--- config.mk ---
export PLATFORM = sky130hd
export DESIGN_NAME = tlv_message_deframer_flat
export DESIGN_NICKNAME = d
export VERILOG_FILES = /design/src/design/tlvd_pkg.sv /design/src/design/tlvd_ifs.sv /design/src/design/tlvd_cfg_regs.sv /design/src/design/tlvd_core.sv /design/src/design/tlv_message_deframer.sv /design/src/flat_wrapper.sv
export VERILOG_INCLUDE_DIRS = /design/src /design/src/design
export SDC_FILE = /design/constraint.sdc
export NUM_CORES = 1
export LEC_CHECK = 0
export BUFFER_PORTS_ARGS = -buffer_cell sky130_fd_sc_hd__buf_2
export CORE_AREA = 2 2 231 233
export DETAILED_ROUTE_END_ITERATION = 12
export DIE_AREA = 0 0 233 235
export GPL_ROUTABILITY_DRIVEN = 1
export GPL_TIMING_DRIVEN = 0
export PLACE_DENSITY_LB_ADDON = 0.1
export SKIP_CTS_REPAIR_TIMING = 1
export SYNTH_ARGS = -nofsm -noshare
export SYNTH_HDL_FRONTEND = slang
export SYNTH_SLANG_ARGS = --single-unit
--- constraint.sdc ---
create_clock -name clock -period 5.7 [get_ports clock]
set_input_delay 0.57 -clock clock [delete_from_list [all_inputs] [get_ports clock]]
set_output_delay 0.57 -clock clock [all_outputs]
set_load 0.05 [all_outputs]
--- src/design/tlv_message_deframer_macros.svh ---
// Assertion macros shared by the deframer RTL.
// Included by modules that carry concurrent checks; needs no package.
`ifndef TLV_MESSAGE_DEFRAMER_MACROS_SVH
`define TLV_MESSAGE_DEFRAMER_MACROS_SVH

// Same-cycle implication, disabled during reset.
`define TLVD_ASSERT_NOW(label, clk, rst, ante, cons, msg) \
   label: assert property (@(posedge clk) disable iff (rst) (ante) |-> (cons)) \
      else $error(msg);

// Next-cycle implication, disabled during reset.
`define TLVD_ASSERT_NEXT(label, clk, rst, ante, cons, msg) \
   label: assert property (@(posedge clk) disable iff (rst) (ante) |=> (cons)) \
      else $error(msg);

`endif

--- src/design/tlvd_pkg.sv ---
// Types and constants of the TLV message deframer.
// No dependencies; imported by tlvd_rsp_if and every module.
`timescale 1ns / 1ps
package tlvd_pkg;

   localparam int SIZE_MSG_LEN = 8;
   localparam int ACC_W        = 64;
   localparam int FILE_SIZE_W  = ACC_W - 1;
   localparam int POS_W        = 17;
   localparam int CSR_INDEX_W  = 2;
   localparam int CSR_DATA_W   = 8;

   localparam logic [2:0] SIZE_LAST_FRAG = 3'(SIZE_MSG_LEN - 1);

   localparam logic [7:0] RST_CODE_FILE_DATA = 8'd0;
   localparam logic [7:0] RST_CODE_FILE_NAME = 8'd1;
   localparam logic [7:0] RST_CODE_FILE_SIZE = 8'd2;
   localparam logic [7:0] RST_CODE_CHAT      = 8'd3;

   typedef enum logic [CSR_INDEX_W-1:0] {
      CSR_CODE_FILE_DATA = 2'd0,
      CSR_CODE_FILE_NAME = 2'd1,
      CSR_CODE_FILE_SIZE = 2'd2,
      CSR_CODE_CHAT      = 2'd3
   } csr_index_type;

   typedef enum logic [2:0] {
      PH_TYPE   = 3'd0,
      PH_LEN_HI = 3'd1,
      PH_LEN_LO = 3'd2,
      PH_CHAT   = 3'd3,
      PH_DATA   = 3'd4,
      PH_NAME   = 3'd5,
      PH_SIZE   = 3'd6,
      PH_ERROR  = 3'd7
   } phase_type;

   typedef enum logic [2:0] {
      K_HEADER = 3'd0,
      K_CHAT   = 3'd1,
      K_DATA   = 3'd2,
      K_NAME   = 3'd3,
      K_SIZE   = 3'd4,
      K_ERROR  = 3'd5
   } kind_type;

   typedef struct packed {
      logic [7:0] code_file_data;
      logic [7:0] code_file_name;
      logic [7:0] code_file_size;
      logic [7:0] code_chat;
   } cfg_type;

   typedef struct packed {
      kind_type               kind;
      logic [7:0]             data_out;
      logic                   message_end;
      logic                   file_complete;
      logic                   size_ready;
      logic [FILE_SIZE_W-1:0] file_size_out;
      logic                   name_overflow;
      logic                   error;
   } result_type;

endpackage

--- src/design/tlvd_ifs.sv ---
// Stream channel interfaces of the deframer: byte request and result response.
// Depends on tlvd_pkg for field widths.
`timescale 1ns / 1ps
interface tlvd_req_if;
   logic       valid;
   logic       ready;
   logic [7:0] byte_in;

   modport source (output valid, output byte_in, input ready);
   modport sink   (input valid, input byte_in, output ready);
endinterface

interface tlvd_rsp_if import tlvd_pkg::*; ();
   logic                   valid;
   logic                   ready;
   logic [2:0]             kind;
   logic [7:0]             data_out;
   logic                   message_end;
   logic                   file_complete;
   logic                   size_ready;
   logic [FILE_SIZE_W-1:0] file_size_out;
   logic                   name_overflow;
   logic                   error;

   modport source (
      output valid, output kind, output data_out, output message_end,
      output file_complete, output size_ready, output file_size_out,
      output name_overflow, output error, input ready
   );
   modport sink (
      input valid, input kind, input data_out, input message_end,
      input file_complete, input size_ready, input file_size_out,
      input name_overflow, input error, output ready
   );
endinterface

--- src/design/tlvd_cfg_regs.sv ---
// Type code registers of the deframer, written through a plain write port.
// Depends on tlvd_pkg.
`timescale 1ns / 1ps
module tlvd_cfg_regs import tlvd_pkg::*; (
   input  logic                   clock,
   input  logic                   reset,
   input  logic                   csr_we,
   input  logic [CSR_INDEX_W-1:0] csr_index,
   input  logic [CSR_DATA_W-1:0]  csr_wdata,
   output cfg_type                cfg
);

   cfg_type cfg_ff;
   cfg_type cfg_in;

   always_comb begin
      cfg_in = cfg_ff;
      if (csr_we) begin
         unique case (csr_index_type'(csr_index))
            CSR_CODE_FILE_DATA: cfg_in.code_file_data = csr_wdata;
            CSR_CODE_FILE_NAME: cfg_in.code_file_name = csr_wdata;
            CSR_CODE_FILE_SIZE: cfg_in.code_file_size = csr_wdata;
            CSR_CODE_CHAT:      cfg_in.code_chat      = csr_wdata;
            default:            cfg_in = cfg_ff;
         endcase
      end
   end

   always_ff @(posedge clock) begin
      if (reset) begin
         cfg_ff.code_file_data <= RST_CODE_FILE_DATA;
         cfg_ff.code_file_name <= RST_CODE_FILE_NAME;
         cfg_ff.code_file_size <= RST_CODE_FILE_SIZE;
         cfg_ff.code_chat      <= RST_CODE_CHAT;
      end else begin
         cfg_ff <= cfg_in;
      end
   end

   assign cfg = cfg_ff;

endmodule

--- src/design/tlvd_core.sv ---
// Parser state machine and datapath: one byte in, one result out, per step.
// Depends on tlvd_pkg and tlv_message_deframer_macros.svh.
`timescale 1ns / 1ps
`include "tlv_message_deframer_macros.svh"
module tlvd_core import tlvd_pkg::*; #(
   parameter int NAME_MAX_CHARS = 255
) (
   input  logic       clock,
   input  logic       reset,
   input  logic       step,
   input  logic [7:0] byte_in,
   input  cfg_type    cfg,
   output result_type res
);

   localparam logic [POS_W-1:0] NAME_LIMIT = POS_W'(NAME_MAX_CHARS);

   phase_type        phase_ff,        phase_in;
   logic [7:0]       msg_type_ff,     msg_type_in;
   logic [15:0]      msg_length_ff,   msg_length_in;
   logic [POS_W-1:0] msg_position_ff, msg_position_in;
   logic [ACC_W-1:0] size_acc_ff,     size_acc_in;
   logic [2:0]       size_frag_ff,    size_frag_in;
   logic [ACC_W-1:0] bytes_total_ff,  bytes_total_in;

   logic [15:0]      len_full;
   logic             len_zero;
   logic             hit_data, hit_name, hit_size, hit_chat;
   logic [POS_W-1:0] pos_inc;
   logic             pos_last;
   logic [ACC_W-1:0] total_inc;
   logic             file_done;
   logic             frag_last;
   logic [ACC_W-1:0] acc_new;

   assign len_full  = {msg_length_ff[15:8], byte_in};
   assign len_zero  = (len_full == 16'd0);
   assign hit_data  = (msg_type_ff == cfg.code_file_data);
   assign hit_name  = (msg_type_ff == cfg.code_file_name);
   assign hit_size  = (msg_type_ff == cfg.code_file_size);
   assign hit_chat  = (msg_type_ff == cfg.code_chat);
   assign pos_inc   = msg_position_ff + POS_W'(1);
   assign pos_last  = (pos_inc >= {1'b0, msg_length_ff});
   assign total_inc = bytes_total_ff + ACC_W'(1);
   // a size with the top bit set completes on the first data byte
   assign file_done = size_acc_ff[ACC_W-1] | (total_inc >= size_acc_ff);
   assign frag_last = (size_frag_ff == SIZE_LAST_FRAG);

   // drop the byte into its big-endian lane; the first fragment starts clean
   always_comb begin
      acc_new = (size_frag_ff == 3'd0) ? '0 : size_acc_ff;
      for (int i = 0; i < SIZE_MSG_LEN; i++) begin
         if (size_frag_ff == 3'(i)) begin
            acc_new[ACC_W-1-8*i -: 8] = acc_new[ACC_W-1-8*i -: 8] | byte_in;
         end
      end
   end

   // next phase
   always_comb begin
      phase_in = phase_ff;
      unique case (phase_ff)
         PH_TYPE:   phase_in = PH_LEN_HI;
         PH_LEN_HI: phase_in = PH_LEN_LO;
         PH_LEN_LO: begin
            priority if (hit_data) begin
               phase_in = len_zero ? PH_TYPE : PH_DATA;
            end else if (hit_name) begin
               phase_in = len_zero ? PH_TYPE : PH_NAME;
            end else if (hit_size) begin
               phase_in = (len_full == 16'(SIZE_MSG_LEN)) ? PH_SIZE : PH_ERROR;
            end else if (hit_chat) begin
               phase_in = len_zero ? PH_TYPE : PH_CHAT;
            end else begin
               phase_in = PH_ERROR;
            end
         end
         PH_CHAT, PH_NAME: begin
            if (pos_last) phase_in = PH_TYPE;
         end
         PH_SIZE: begin
            if (frag_last) phase_in = PH_TYPE;
         end
         PH_DATA: begin
            if (file_done || pos_last) phase_in = PH_TYPE;
         end
         PH_ERROR: phase_in = PH_ERROR;
         default:  phase_in = PH_ERROR;
      endcase
   end

   // result and datapath updates
   always_comb begin
      res             = '0;
      res.kind        = K_HEADER;
      msg_type_in     = msg_type_ff;
      msg_length_in   = msg_length_ff;
      msg_position_in = msg_position_ff;
      size_acc_in     = size_acc_ff;
      size_frag_in    = size_frag_ff;
      bytes_total_in  = bytes_total_ff;
      unique case (phase_ff)
         PH_TYPE: begin
            msg_type_in     = byte_in;
            msg_position_in = '0;
         end
         PH_LEN_HI: begin
            msg_length_in = {byte_in, 8'h00};
         end
         PH_LEN_LO: begin
            msg_length_in   = len_full;
            msg_position_in = '0;
            if (phase_in == PH_SIZE) size_frag_in = '0;
            res.message_end = (phase_in == PH_TYPE);
         end
         PH_CHAT: begin
            res.kind        = K_CHAT;
            res.data_out    = byte_in;
            msg_position_in = pos_inc;
            res.message_end = pos_last;
         end
         PH_NAME: begin
            res.kind = K_NAME;
            if (msg_position_ff < NAME_LIMIT) begin
               res.data_out = byte_in;
            end else begin
               res.name_overflow = 1'b1;
            end
            msg_position_in = pos_inc;
            res.message_end = pos_last;
         end
         PH_SIZE: begin
            res.kind        = K_SIZE;
            res.data_out    = byte_in;
            size_acc_in     = acc_new;
            size_frag_in    = size_frag_ff + 3'd1;
            msg_position_in = pos_inc;
            if (frag_last) begin
               res.size_ready    = 1'b1;
               res.file_size_out = acc_new[FILE_SIZE_W-1:0];
               res.message_end   = 1'b1;
            end
         end
         PH_DATA: begin
            res.kind           = K_DATA;
            res.data_out       = byte_in;
            msg_position_in    = pos_inc;
            bytes_total_in     = file_done ? '0 : total_inc;
            res.file_complete  = file_done;
            res.message_end    = file_done | pos_last;
         end
         PH_ERROR: begin
         end
         default: begin
         end
      endcase
      if (phase_in == PH_ERROR) begin
         res       = '0;
         res.kind  = K_ERROR;
         res.error = 1'b1;
      end
   end

   always_ff @(posedge clock) begin
      if (reset) begin
         phase_ff        <= PH_TYPE;
         msg_type_ff     <= '0;
         msg_length_ff   <= '0;
         msg_position_ff <= '0;
         size_acc_ff     <= '0;
         size_frag_ff    <= '0;
         bytes_total_ff  <= '0;
      end else if (step) begin
         phase_ff        <= phase_in;
         msg_type_ff     <= msg_type_in;
         msg_length_ff   <= msg_length_in;
         msg_position_ff <= msg_position_in;
         size_acc_ff     <= size_acc_in;
         size_frag_ff    <= size_frag_in;
         bytes_total_ff  <= bytes_total_in;
      end
   end

   `TLVD_ASSERT_NEXT(a_error_sticky, clock, reset, phase_ff == PH_ERROR, phase_ff == PH_ERROR, "error state left without reset")
   `TLVD_ASSERT_NEXT(a_type_to_len, clock, reset, step && phase_ff == PH_TYPE, phase_ff == PH_LEN_HI && msg_position_ff == '0, "type byte did not start a header")
   `TLVD_ASSERT_NEXT(a_complete_clears, clock, reset, step && res.file_complete, bytes_total_ff == '0 && phase_ff == PH_TYPE, "file completion did not clear count")
   `TLVD_ASSERT_NEXT(a_size_wraps, clock, reset, step && res.size_ready, size_frag_ff == 3'd0 && phase_ff == PH_TYPE, "size assembly did not wrap")

endmodule

--- src/design/tlv_message_deframer.sv ---
// Top level of the TLV message deframer: input register, parser core, result register.
// Depends on tlvd_pkg, tlvd_ifs, tlvd_cfg_regs and tlvd_core.
`timescale 1ns / 1ps
// Takes one received byte per clock on req_chan while rsp_chan is ready, and returns
// exactly one result per byte on rsp_chan. Every byte passes an input register, is parsed
// by one level of logic against the message state, and lands in a result register, from
// which rsp_chan is offered the result; a new byte can be accepted while the last one
// waits there. The only limit on throughput is rsp_chan.ready, and req_chan.ready
// follows it within the same cycle once both registers are full. The per-byte cost is
// set by the 64-bit file byte count, incremented and compared with the announced size
// on each data byte. Type codes must be written on the csr_ port only while no byte is
// in flight; the user is bound by this, the block does not enforce it. An unknown type
// or a size message whose length is not 8 locks the block in an error state until reset.
module tlv_message_deframer import tlvd_pkg::*; #(
   parameter int NAME_MAX_CHARS = 255
) (
   input  logic                   clock,
   input  logic                   reset,
   tlvd_req_if.sink               req_chan,
   tlvd_rsp_if.source             rsp_chan,
   input  logic                   csr_we,
   input  logic [CSR_INDEX_W-1:0] csr_index,
   input  logic [CSR_DATA_W-1:0]  csr_wdata
);

   cfg_type    cfg;
   result_type core_res;

   logic       in_valid_ff, in_valid_in;
   logic [7:0] in_byte_ff;
   logic       out_valid_ff, out_valid_in;
   result_type out_res_ff;

   logic       accept;
   logic       advance;

   // move the held byte into the result register when that register frees up
   assign advance        = in_valid_ff && (!out_valid_ff || rsp_chan.ready);
   assign req_chan.ready = !in_valid_ff || advance;
   assign accept         = req_chan.valid && req_chan.ready;

   always_comb begin
      in_valid_in = in_valid_ff;
      if (accept) begin
         in_valid_in = 1'b1;
      end else if (advance) begin
         in_valid_in = 1'b0;
      end
   end

   always_comb begin
      out_valid_in = out_valid_ff;
      if (advance) begin
         out_valid_in = 1'b1;
      end else if (rsp_chan.ready) begin
         out_valid_in = 1'b0;
      end
   end

   always_ff @(posedge clock) begin
      if (reset) begin
         in_valid_ff  <= 1'b0;
         out_valid_ff <= 1'b0;
      end else begin
         in_valid_ff  <= in_valid_in;
         out_valid_ff <= out_valid_in;
      end
   end

   always_ff @(posedge clock) begin
      if (accept) in_byte_ff <= req_chan.byte_in;
      if (advance) out_res_ff <= core_res;
   end

   tlvd_cfg_regs u_cfg_regs (
      .clock     (clock),
      .reset     (reset),
      .csr_we    (csr_we),
      .csr_index (csr_index),
      .csr_wdata (csr_wdata),
      .cfg       (cfg)
   );

   tlvd_core #(
      .NAME_MAX_CHARS (NAME_MAX_CHARS)
   ) u_core (
      .clock   (clock),
      .reset   (reset),
      .step    (advance),
      .byte_in (in_byte_ff),
      .cfg     (cfg),
      .res     (core_res)
   );

   assign rsp_chan.valid         = out_valid_ff;
   assign rsp_chan.kind          = out_res_ff.kind;
   assign rsp_chan.data_out      = out_res_ff.data_out;
   assign rsp_chan.message_end   = out_res_ff.message_end;
   assign rsp_chan.file_complete = out_res_ff.file_complete;
   assign rsp_chan.size_ready    = out_res_ff.size_ready;
   assign rsp_chan.file_size_out = out_res_ff.file_size_out;
   assign rsp_chan.name_overflow = out_res_ff.name_overflow;
   assign rsp_chan.error         = out_res_ff.error;

endmodule

--- src/flat_wrapper.sv ---
// flat-port wrapper written by rule: the top's interface ports become plain ports
module tlv_message_deframer_flat import tlvd_pkg::*;
#(
   parameter int NAME_MAX_CHARS = 255
)
  (clock, reset, csr_we, csr_index, csr_wdata, req_chan_valid, req_chan_byte_in, req_chan_ready, rsp_chan_valid, rsp_chan_kind, rsp_chan_data_out, rsp_chan_message_end, rsp_chan_file_complete, rsp_chan_size_ready, rsp_chan_file_size_out, rsp_chan_name_overflow, rsp_chan_error, rsp_chan_ready);
  tlvd_req_if req_chan_i ();
  tlvd_rsp_if rsp_chan_i ();
  input  logic clock;
  input  logic reset;
  input  logic csr_we;
  input  logic [CSR_INDEX_W-1:0] csr_index;
  input  logic [CSR_DATA_W-1:0] csr_wdata;
  input wire logic [$bits(req_chan_i.valid)-1:0] req_chan_valid;
  input wire logic [$bits(req_chan_i.byte_in)-1:0] req_chan_byte_in;
  output wire logic [$bits(req_chan_i.ready)-1:0] req_chan_ready;
  output wire logic [$bits(rsp_chan_i.valid)-1:0] rsp_chan_valid;
  output wire logic [$bits(rsp_chan_i.kind)-1:0] rsp_chan_kind;
  output wire logic [$bits(rsp_chan_i.data_out)-1:0] rsp_chan_data_out;
  output wire logic [$bits(rsp_chan_i.message_end)-1:0] rsp_chan_message_end;
  output wire logic [$bits(rsp_chan_i.file_complete)-1:0] rsp_chan_file_complete;
  output wire logic [$bits(rsp_chan_i.size_ready)-1:0] rsp_chan_size_ready;
  output wire logic [$bits(rsp_chan_i.file_size_out)-1:0] rsp_chan_file_size_out;
  output wire logic [$bits(rsp_chan_i.name_overflow)-1:0] rsp_chan_name_overflow;
  output wire logic [$bits(rsp_chan_i.error)-1:0] rsp_chan_error;
  input wire logic [$bits(rsp_chan_i.ready)-1:0] rsp_chan_ready;
  assign req_chan_i.valid = req_chan_valid;
  assign req_chan_i.byte_in = req_chan_byte_in;
  assign req_chan_ready = req_chan_i.ready;
  assign rsp_chan_valid = rsp_chan_i.valid;
  assign rsp_chan_kind = rsp_chan_i.kind;
  assign rsp_chan_data_out = rsp_chan_i.data_out;
  assign rsp_chan_message_end = rsp_chan_i.message_end;
  assign rsp_chan_file_complete = rsp_chan_i.file_complete;
  assign rsp_chan_size_ready = rsp_chan_i.size_ready;
  assign rsp_chan_file_size_out = rsp_chan_i.file_size_out;
  assign rsp_chan_name_overflow = rsp_chan_i.name_overflow;
  assign rsp_chan_error = rsp_chan_i.error;
  assign rsp_chan_i.ready = rsp_chan_ready;
  tlv_message_deframer #(.NAME_MAX_CHARS(NAME_MAX_CHARS)) u_core (.clock(clock), .reset(reset), .req_chan(req_chan_i), .rsp_chan(rsp_chan_i), .csr_we(csr_we), .csr_index(csr_index), .csr_wdata(csr_wdata));
endmodule
==> qor.csv <==
metric,value,unit
die_width,233,µm
synthDominantCellAreaShare,0.269,
worst_ir_drop_vdd,169,µV
synth-edff-count,87,
grt_pass1_wl,81000,µm
gr-total-overflow,0,
tritoncts,done,
synthesis.instances,1772,
launching_element_type_of_the_critical_path,flop,
max-slew-margin-rel,0.225,
async_flop_share,0,
detailedPlacementHpwl,39700,µm
status,"finished, final reports clean",
cts.clk_slew.worst_paths,60,ps
finalSetupViolCount,0,
largest_net_degree_at_the_start_of_global_routing,53,
ant_nets,0,
yosys-top-cells-count,"nor2_1, dfxtp_1, nand2_1",
p_per_area,292,nW/µm²
avgViaCountPerCell,5.05,
detail_route.wirelength,54400,µm
syn-mean-instance-area,8.78,µm²
worst_hold_path.endpoint,u_core.in_byte_ff[7],
multi_input_comb_area,7950,µm²
netlist.top_cell.by_area,dfxtp_1,
clockRootBuffer,clkbuf_16,
leakage_dissipation,6.94,nW
synth.distinct_cells,68,
worstHoldPathCells,1,
post-route-period-util,0.930,
worstPathArrival,5760,ps
synth_area_leaders,"dfxtp_1, edfxtp_1, ha_1",
tritoncts_buffers,37,
synth.cell_area,15600,µm²
worst_r2r_startpoint,u_core.u_core.bytes_total_ff[0],
grt_pass1_vias,13000,
ys_warn_count,0,
synthMostInstantiatedCell,nor2_1,
layout.filler_cells,5477,
initial_core_util,0.298,
finish.utilization,0.351,
max_freq,189,MHz
drv_cap,0,
synth.net_count,1883,
setup.worst_path.end_class,flop,
gp_congestion,0.816,
drt_drc_violations_left,0,
crit_path_max_fanout,9,
ff2ff_setup_slack,400,ps
cts.sink_count,296,
num_antenna_cells,0,
worst_ep_required_time,6160,ps
cts_buffer_depth,3,
worstReg2RegEnd,u_core.u_core.size_frag_ff[0],
port_buffers,103,
clkLatencyLatePin,570,ps
post-route-min-period,5300,ps
die-height,235,µm
fp.dieArea,54800,µm²
worst-r2r-cell-count,20,
worst_hold_path_type,in2reg,
detailroute.via_count,13300,
post_route_cells_drive_above_1_share,0.110,
timing.final.max_slew_violations,0,
total_power,5.35,mW
grt_antenna_before_repair,1,
detail_route.first_pass.iterations,6,
detailedRoute.firstIterationViolations,1077,
synth.yosys.seq_area_share,0.437,
row_count,84,
pin_count,104,
hold_viol,0,
unrepaired_setup_endpoints_after_global_routing,no,
cts.htree.levels,2,
timing.setup.critical_path_class,reg2reg,
nets,2028,
skew,23.4,ps
ys.flop_type,dfxtp_1,
coreArea,52200,µm²
drt-wirelength-per-cell,20.7,µm
fin_hold_ws,180,ps
hold_start,req_chan_byte_in[7],
timing_worst_slew_pin_value,1160,ps
groute.usage.overall,0.197,
register_area,6800,µm²
flow.area_growth_from_synthesis,17.9,%
synth.ff_latch_count,296,
-- placed cells by master (no fill, tap or decap), drive strengths merged, types with 25 or more instances in the layout --
cell,count
buf,129
edfxtp,87
o21ai,53
nand4,30
inv,96
clkbuf,140
mux2i,25
ha,88
xor2,56
a22oi,116
a21oi,157
nor3,31
dfxtp,209
xnor2,54
nand3b,28
nand2,167
nand3,49
nor2,233
-- through the flow --
| step | instances | instance area (µm²) | worst slack, ps | setup TNS, ps |
|---|---|---|---|---|
| 6_report | 2633 | 18300 | 401 | 0 |
| 5_1_grt | 2633 | 18300 | 32.9 | 0 |
| 4_1_cts | 2631 | 18300 | 25.5 | 0 |
| 3_5_place_dp | 2564 | 17000 | 64.9 | 0 |
| 3_3_place_gp | 2563 | 16900 | -1540 | -45110 |
| 2_1_floorplan | 1772 | 15600 | 848 | 0 |
-- metal layers --
metal  track usage  wire length (µm)  vias to the layer above
met4        0.0656              1580                        0
li1              -                 -                     6501
met5             0                 0                        -
met3        0.0394              3260                       82
met2         0.304             24000                      324
met1         0.273             25600                     6397
-- sequential cells by signal (all words and copies together), names as in the netlist, 8 cells and up, named ones only --
name	cells
u_core.u_core.msg_type_ff	8
u_core.u_cfg_regs.cfg	32
u_core.u_core.msg_position_ff	17
u_core.u_core.size_acc_ff	63
u_core.u_core.msg_length_ff	16
u_core.rsp_chan.data_out	8
u_core.in_byte_ff	8
u_core.rsp_chan.file_size_out	63
u_core.u_core.bytes_total_ff	64
-- power by group --
group	internal, mW	total, mW	switching [mW]
Clock	1.60	2.62	1.02
Sequential	2.21	2.23	0.0211
Combinational	0.113	0.500	0.387
-- logic make-up after synthesis --
group                      count (synthesis)  synth area share
muxes                                     25            0.0161
and+or+nand+nor                          666             0.211
buffers and inverters                    214            0.0543
AOI/OAI and AO/OA                        372             0.148
adders and majority gates                 89            0.0715
DFF                                      296             0.437
xor gates and xnor gates                 110            0.0619
-- worst max path at each step --
stage | from | end | slack [ps] | depth (start not counted)
2_1_floorplan | u_core.rsp_chan.valid | u_core.u_core.msg_type_ff[0] | 850 | 8
3_3_place_gp | rsp_chan_ready | u_core.u_core.size_acc_ff[61] | -1540 | 11
3_5_place_dp | u_core.u_core.bytes_total_ff[0] | u_core.u_core.bytes_total_ff[9] | 60 | 20
4_1_cts | u_core.u_core.bytes_total_ff[0] | u_core.u_core.bytes_total_ff[9] | 30 | 20
5_1_grt | u_core.u_core.bytes_total_ff[0] | u_core.u_core.size_frag_ff[0] | 30 | 20
6_report | u_core.u_core.bytes_total_ff[0] | u_core.u_core.size_frag_ff[0] | 400 | 20
-- layout make-up --
type | instances | area share
Inverter | 95 | 0.0194
Buffer | 119 | 0.0271
Clock inverter | 23 | 0.0186
Tap cell | 688 | 0.0469
Multi-Input combinational cell | 1262 | 0.434
Clock buffer | 44 | 0.0536
Timing Repair Buffer | 106 | 0.0304
Sequential cell | 296 | 0.370
-- critical path, stage by stage, from the launching register on --
cell and delay, ps:
dfxtp_1 420, ha_1 290, nand4_1 260, or3_4 450, nor4_4 430, and2_1 190, buf_4 160, nand2_1 110
nor2_1 260, xor2_1 170, ha_1 320, nand4_1 120, nor4_2 430, nand3_1 170, nor2_1 240, nor4_2 80
nand3_2 260, buf_4 200, a22o_1 240, nor3b_2 110, o41ai_1 290
No activity file was read; power rests on OpenSTA's default activity.
